<file path="config.mk">
export PLATFORM = sky130hd
export DESIGN_NAME = keyword_substitution_decipher
export DESIGN_NICKNAME = d
export VERILOG_FILES = /design/src/rtl/core/ksd_pkg.sv /design/src/rtl/core/keyword_substitution_decipher.sv /design/src/rtl/core/ksd_ctrl.sv /design/src/rtl/core/ksd_datapath.sv
export SDC_FILE = /design/constraint.sdc
export NUM_CORES = 1
export LEC_CHECK = 0
export BUFFER_PORTS_ARGS = -buffer_cell sky130_fd_sc_hd__buf_2
export CORE_ASPECT_RATIO = 1.1
export CORE_MARGIN = 8
export CORE_UTILIZATION = 59
export CTS_CLUSTER_DIAMETER = 50
export DETAILED_ROUTE_END_ITERATION = 8
export PLACE_DENSITY = 0.76
export SYNTH_ARGS = -nofsm -noshare
export SYNTH_HDL_FRONTEND = slang
export SYNTH_SLANG_ARGS = --single-unit
</file>
<file path="constraint.sdc">
create_clock -name clk_i -period 4.2 [get_ports clk_i]
set_input_delay 0 -clock clk_i [delete_from_list [all_inputs] [get_ports clk_i]]
set_output_delay 0 -clock clk_i [all_outputs]
set_load 0.005 [all_outputs]
</file>
<file path="src/rtl/core/ksd_pkg.sv">
// Shared types, constants and helpers for the keyword substitution decipher.
// Used by ksd_ctrl, ksd_datapath and keyword_substitution_decipher.
package ksd_pkg;

  localparam int ALPHA   = 26;
  localparam int MAX_KEY = 26;
  localparam int LW      = 5;

  typedef logic [LW-1:0] letter_t;

  localparam logic OP_KEY      = 1'b0;
  localparam logic OP_DECIPHER = 1'b1;

  typedef struct packed {
    logic accept_key;
    logic accept_dec;
    logic start_build;
    logic key_step;
    logic fill_step;
    logic finish;
    logic out_pop;
  } ksd_cmd_t;

  typedef struct packed {
    logic out_valid;
    logic key_done;
    logic fill_done;
  } ksd_status_t;

  function automatic letter_t fold_letter(input letter_t v);
    return (v >= LW'(ALPHA)) ? letter_t'(v - LW'(ALPHA)) : v;
  endfunction

endpackage

</file>
<file path="src/rtl/core/keyword_substitution_decipher.sv">
// Keyword substitution decipher, top level; joins ksd_ctrl and ksd_datapath (ksd_pkg).
// A cipher word's result word is registered in the cycle after acceptance; one word per cycle
// while the result is not stalled and no build runs. A key word marked tlast starts the
// alphabet build: a walk of the stored key letters, then the alphabet fill, input held off.
// Reset (async, active low) clears the key count, the table-ready flag and the output valid bit;
// deciphering before the first build returns key_missing.
module keyword_substitution_decipher (
  input  logic       clk_i,
  input  logic       rst_ni,
  input  logic       s_axis_tvalid_i,
  output logic       s_axis_tready_o,
  input  logic [7:0] s_axis_tdata_i,   // [4:0] letter, [7:5] zero
  input  logic       s_axis_tuser_i,   // [0] operation
  input  logic       s_axis_tlast_i,
  output logic       m_axis_tvalid_o,
  input  logic       m_axis_tready_i,
  output logic [7:0] m_axis_tdata_o,   // [4:0] plain_letter, [7:5] zero
  output logic       m_axis_tuser_o    // [0] key_missing
);
  import ksd_pkg::*;

  ksd_cmd_t    cmd;
  ksd_status_t status;
  letter_t     plain_letter;

  ksd_ctrl u_ctrl (
    .clk_i       (clk_i),
    .rst_ni      (rst_ni),
    .in_valid_i  (s_axis_tvalid_i),
    .in_op_i     (s_axis_tuser_i),
    .in_last_i   (s_axis_tlast_i),
    .out_ready_i (m_axis_tready_i),
    .in_ready_o  (s_axis_tready_o),
    .status_i    (status),
    .cmd_o       (cmd)
  );

  ksd_datapath u_datapath (
    .clk_i          (clk_i),
    .rst_ni         (rst_ni),
    .in_letter_i    (s_axis_tdata_i[LW-1:0]),
    .cmd_i          (cmd),
    .status_o       (status),
    .plain_letter_o (plain_letter),
    .key_missing_o  (m_axis_tuser_o)
  );

  assign m_axis_tvalid_o = status.out_valid;
  assign m_axis_tdata_o  = {3'b000, plain_letter};

  assert property (@(posedge clk_i) disable iff (!rst_ni)
    (m_axis_tvalid_o && !m_axis_tready_i) |-> !s_axis_tready_o)
    else $error("input accepted while result word is stalled");

  assert property (@(posedge clk_i) disable iff (!rst_ni)
    (s_axis_tvalid_i && s_axis_tready_o && (s_axis_tuser_i == OP_DECIPHER)) |=> m_axis_tvalid_o)
    else $error("cipher word produced no result word");

  assert property (@(posedge clk_i) disable iff (!rst_ni)
    (m_axis_tvalid_o && m_axis_tuser_o) |-> (m_axis_tdata_o == 8'd0))
    else $error("key_missing result carries a nonzero letter");

  assert property (@(posedge clk_i) disable iff (!rst_ni)
    cmd.fill_step |-> !status.fill_done)
    else $error("fill step issued with a complete alphabet");

endmodule

</file>
<file path="src/rtl/core/ksd_ctrl.sv">
// Controller for the keyword substitution decipher: input handshake and build sequencing.
// Depends on ksd_pkg; drives ksd_datapath through command and status structs.
module ksd_ctrl (
  input  logic                clk_i,
  input  logic                rst_ni,
  input  logic                in_valid_i,
  input  logic                in_op_i,
  input  logic                in_last_i,
  input  logic                out_ready_i,
  output logic                in_ready_o,
  input  ksd_pkg::ksd_status_t status_i,
  output ksd_pkg::ksd_cmd_t    cmd_o
);
  import ksd_pkg::*;

  typedef enum logic [1:0] {
    ST_IDLE,
    ST_KEY,
    ST_FILL
  } state_e;

  state_e state_q, state_d;
  logic   in_fire;

  assign in_ready_o = (state_q == ST_IDLE) && (!status_i.out_valid || out_ready_i);
  assign in_fire    = in_valid_i && in_ready_o;

  always_comb begin
    state_d = state_q;
    cmd_o   = '0;
    cmd_o.out_pop = status_i.out_valid && out_ready_i;
    unique case (state_q)
      ST_IDLE: begin
        if (in_fire) begin
          if (in_op_i == OP_DECIPHER) begin
            cmd_o.accept_dec = 1'b1;
          end else begin
            cmd_o.accept_key = 1'b1;
            if (in_last_i) begin
              cmd_o.start_build = 1'b1;
              state_d = ST_KEY;
            end
          end
        end
      end
      ST_KEY: begin
        if (status_i.key_done) begin
          state_d = ST_FILL;
        end else begin
          cmd_o.key_step = 1'b1;
        end
      end
      ST_FILL: begin
        if (status_i.fill_done) begin
          cmd_o.finish = 1'b1;
          state_d = ST_IDLE;
        end else begin
          cmd_o.fill_step = 1'b1;
        end
      end
      default: state_d = ST_IDLE;
    endcase
  end

  always_ff @(posedge clk_i or negedge rst_ni) begin
    if (!rst_ni) begin
      state_q <= ST_IDLE;
    end else begin
      state_q <= state_d;
    end
  end

endmodule

</file>
<file path="src/rtl/core/ksd_datapath.sv">
// Datapath for the keyword substitution decipher: key store, build walk, table, output word.
// Depends on ksd_pkg; commanded by ksd_ctrl.
module ksd_datapath (
  input  logic                 clk_i,
  input  logic                 rst_ni,
  input  ksd_pkg::letter_t     in_letter_i,
  input  ksd_pkg::ksd_cmd_t    cmd_i,
  output ksd_pkg::ksd_status_t status_o,
  output ksd_pkg::letter_t     plain_letter_o,
  output logic                 key_missing_o
);
  import ksd_pkg::*;

  letter_t             key_store_q [ALPHA];
  letter_t             table_q     [ALPHA];
  letter_t             key_count_q;
  letter_t             idx_q;
  letter_t             placed_q;
  letter_t             cur_q;
  logic    [ALPHA-1:0] used_q;
  logic                table_ready_q;
  logic                out_valid_q;
  letter_t             out_letter_q;
  logic                out_missing_q;

  letter_t in_c;
  letter_t key_c;
  letter_t next_c;
  letter_t place_c;
  logic    place_en;

  assign in_c     = fold_letter(in_letter_i);
  assign key_c    = key_store_q[idx_q];
  assign next_c   = (cur_q == LW'(ALPHA - 1)) ? '0 : letter_t'(cur_q + 1'b1);
  assign place_c  = cmd_i.key_step ? key_c : next_c;
  assign place_en = (cmd_i.key_step || cmd_i.fill_step) && !used_q[place_c];

  assign status_o.out_valid = out_valid_q;
  assign status_o.key_done  = (idx_q == key_count_q);
  assign status_o.fill_done = (placed_q == LW'(ALPHA));

  assign plain_letter_o = out_letter_q;
  assign key_missing_o  = out_missing_q;

  always_ff @(posedge clk_i) begin
    if (cmd_i.accept_key && (key_count_q < LW'(MAX_KEY))) begin
      key_store_q[key_count_q] <= in_c;
    end
    if (place_en) begin
      table_q[place_c] <= placed_q;
    end
    if (cmd_i.accept_dec) begin
      out_letter_q  <= table_ready_q ? table_q[in_c] : '0;
      out_missing_q <= !table_ready_q;
    end
  end

  always_ff @(posedge clk_i or negedge rst_ni) begin
    if (!rst_ni) begin
      key_count_q   <= '0;
      idx_q         <= '0;
      placed_q      <= '0;
      cur_q         <= '0;
      used_q        <= '0;
      table_ready_q <= 1'b0;
      out_valid_q   <= 1'b0;
    end else begin
      if (cmd_i.accept_key && (key_count_q < LW'(MAX_KEY))) begin
        key_count_q <= letter_t'(key_count_q + 1'b1);
      end else if (cmd_i.finish) begin
        key_count_q <= '0;
      end
      if (cmd_i.start_build) begin
        idx_q    <= '0;
        placed_q <= '0;
        used_q   <= '0;
      end else begin
        if (cmd_i.key_step) begin
          idx_q <= letter_t'(idx_q + 1'b1);
        end
        if (cmd_i.fill_step || place_en) begin
          cur_q <= place_c;
        end
        if (place_en) begin
          used_q[place_c] <= 1'b1;
          placed_q        <= letter_t'(placed_q + 1'b1);
        end
      end
      if (cmd_i.finish) begin
        table_ready_q <= 1'b1;
      end
      if (cmd_i.accept_dec) begin
        out_valid_q <= 1'b1;
      end else if (cmd_i.out_pop) begin
        out_valid_q <= 1'b0;
      end
    end
  end

endmodule

</file>
==> key figures <==
Status
  • Status: finished, final reports clean

Yosys
  • Cells after Synth: 885
  • Ys async rst share: 0.158
  • Warnings from Yosys: 0
  • Post-synthesis sequential area ratio: 0.682
  • Syn Std Cell Area: around 0.014 mm²
  • EDFF count, synth: ~270
  • Ys flop type: edfxtp_1
  • Synthesized area per cell: about 15 µm²
  • #FFs+latches synth: 316
  • Yosys cell types: 70

CTS
  • CTS Buffer Depth: 3
  • CTS clk-pin slew, worst paths: roughly 0.06 ns
  • Clock sinks: 316
  • Root Driver: clkbuf_16
  • CTS tree: yes
  • CTS H-tree depth: 2
  • Clock latency on the worst-skew pair: 0.52 ns
  • Num CTS Buffers: 34
  • # Post-CTS Setup Buffers: 0

Drt
  • Pre-Repair DR Iteration Count: 5
  • DR vias: 8033
  • Routed WL: 29.4 mm
  • ANT nets after route: 0
  • DRC errors left: 0
  • Routed len/inst: 22.9 µm
  • DR iter-0 viols: 591
  • Vias per cell: approximately 6.3

Critical path
  • WP data required: approximately 4.4 ns
  • Crit path max fanout: 26
  • Path type of the worst setup path: reg2reg
  • Reg-to-reg critical path startpoint: u_datapath.idx_q[0]
  • R2r endpoint: u_datapath.table_q[22][1]
  • R2R cell count: 13
  • Worst R2R Setup Slack: ~0.16 ns
  • CP Capture Type: flip-flop
  • Crit path DAT: roughly 4.3 ns
  • CP Launch Type: flip-flop
  • Setup crit start: u_datapath.idx_q[0]

STA
  • Slew @ Worst Pin: 1.28 ns
  • Slew Viols, Final: 0
  • Final Critical Period: 4.04 ns
  • Peak Freq: 0.248 GHz
  • Final setup viols: 0
  • Fin crit share: 0.962
  • Setup TNS: 0 ns
  • Skew final: 0.0188 ns
  • Final hold viol count: 0
  • RSZ-0062 raised after global routing: no
  • Relative slew slack: 0.148

Floorplanning
  • Rows: 58
  • I/O Pins: 25
  • Die area: between 0.02 and 0.03 mm²
  • Starting Density: 0.596
  • Core Area: 0.0227 mm²
  • Die height: about 170 µm
  • Die width: 160 µm

Place
  • RePlAce Congestion: 0.871
  • Post-DP HPWL: 19.1 mm
  • PortBufs: 18

Global routing
  • Vias in the first global route: about 8000
  • Initial antenna violation count: 0
  • First-pass GRT wire length: roughly 46 mm
  • All-Layer GR Usage: 0.211
  • Largest net degree at the start of global routing: 51
  • Gr ovfl total: 0

Power and ir drop
  • P_leak: 5.28 nW
  • VDD IR max: 0.000374 V
  • Post-layout power: 0.00652 W
  • PD cells: 422 mW/mm²

Final layout
  • NumNets Final: slightly below 1000
  • Area growth syn-to-layout: 14.2%
  • Ant. Diodes: 0
  • Share of post-route cells with drive strength above 1: 0.215

Worst hold path
  • HP Start: s_axis_tdata_i[0]
  • Worst hold path type: in2reg
  • WHS Path Cells: 1
  • Worst hold endpoint: u_datapath.key_store_q[1][0]

Run
  • Max_cap viols: 0
==> kinds of logic after synthesis <==
| family | Yosys count | share of synthesized area |
|---|---|---|
| AOI/OAI and AO/OA | 135 | 0.0770 |
| adders and majority gates | 10 | 0.00924 |
| muxes | 91 | 0.108 |
| buffers and inverters | 71 | 0.0259 |
| other | 1 | 0.000277 |
| and+or+nand+nor | 249 | 0.0894 |
| xor gates and xnor gates | 12 | 0.00776 |
| DFF | 316 | 0.682 |
==> power by group <==
part,total (W),switching [W],internal (W)
Combinational,0.000165,0.000108,0.0000566
Sequential,0.00339,0.0000000000000000000106,0.00339
Clock,0.00297,0.00119,0.00177
Total,0.00652,0.00130,0.00522
==> what timing repair did <==
item | CTS | global route
endpoints found under the setup margin | 0 | 75
resized for setup | 0 | 5
endpoints found under the hold margin | 53 | 0
hold buffers | 4 | 0
==> worst max path at each step <==
stage                                           end  slack (ns)  cells past startpoint
after floorplan            u_datapath.table_q[6][0]        0.39                     13
after global placement    u_datapath.table_q[21][0]        0.30                     13
after detailed placement  u_datapath.table_q[22][1]        0.19                     14
after CTS                 u_datapath.table_q[22][1]        0.15                     14
after global routing      u_datapath.table_q[22][1]        0.02                     13
final                     u_datapath.table_q[22][1]        0.16                     13
==> layout by cell type, fill, tap and decap left out, types with 5 or more instances in the layout <==
master	instances
nand3b_1	5
clkbuf_16	34
dfrtp_1	48
clkinv_1	5
edfxtp_1	266
mux4_2	43
nor2b_1	14
o22ai_1	6
xor2_1	5
ha_1	10
a211oi_1	9
a31oi_1	9
buf_2	18
and3_1	14
nor3_1	22
o21ai_0	24
mux2i_1	36
nor2_1	55
xnor2_1	7
nand3_1	32
mux2_2	12
a21oi_1	9
a311oi_1	7
nand2_1	78
a32o_1	20
inv_1	20
buf_4	62
clkbuf_1	9
or3_1	5
==> through the flow <==
stage	area [µm²]	hold slack, ns	cells	utilization	setup WS [ns]
floorplan	13500	-0.296	887	-	0.392
detailed placement	14300	0.157	1219	0.629	0.191
global route	15500	0.0314	1285	0.681	0.0195
global placement	14300	0.152	1219	0.629	0.298
finish	15500	0.0252	1285	0.681	0.160
CTS	15400	0.0141	1285	0.679	0.153
==> metal layers <==
layer  wire [µm]  global-route usage
met5           0                   0
met2       15200               0.366
met3        1660              0.0353
met4        1120              0.0850
met1       11400               0.260
==> Yosys cell counts, types with 7 or more instances <==
cell      count  share of area
o21ai_0      24         0.0089
nand2_1      78          0.022
nor3_1       22         0.0081
clkbuf_1     23         0.0064
a211oi_1      9         0.0050
mux2i_1      36          0.027
edfxtp_1    266           0.59
xnor2_1       7         0.0045
a21oi_1       9         0.0033
ha_1         10         0.0092
mux2_2       12          0.010
nor2_1       55          0.015
dfrtp_1      50          0.092
a32o_1       20          0.015
nand3_1      32          0.012
nor2b_1      14         0.0065
inv_1        20         0.0055
a311oi_1      7         0.0045
and3_1       14         0.0065
mux4_2       43          0.072
a31oi_1      10         0.0046
buf_4        11         0.0061
buf_2        10         0.0037
==> worst max-delay path, stage by stage (launching register included) <==
cell     delay, ns
dfrtp_2       0.38
buf_4         0.24
mux4_2        0.54
a32o_1        0.30
nor4_4        0.24
or3_1         0.29
nand2_4       0.11
a221o_1       0.39
a32oi_2       0.24
nand2_2       0.12
or2_1         0.26
buf_12        0.17
nor3_1        0.24
buf_4         0.19
==> layout make-up <==
type	instances	area, µm²
Fill cell	1488	7250
Timing Repair Buffer	87	656
Clock buffer	44	898
Tap cell	300	375
Clock inverter	18	216
Inverter	20	75.1
Sequential cell	316	9240
Multi-Input combinational cell	500	4000
==> sequential cells by signal, indices dropped and copies added, names as in the netlist <==
name / flops
u_ctrl.state_q: 2
u_datapath.cur_q: 5
u_datapath.idx_q: 5
u_datapath.key_count_q: 5
u_datapath.key_missing_o: 1
u_datapath.key_store_q: 130
u_datapath.out_valid_q: 1
u_datapath.placed_q: 5
u_datapath.plain_letter_o: 5
u_datapath.table_q: 130
u_datapath.table_ready_q: 1
u_datapath.used_q: 26
Note: power is estimated with default switching activity, not from simulation.
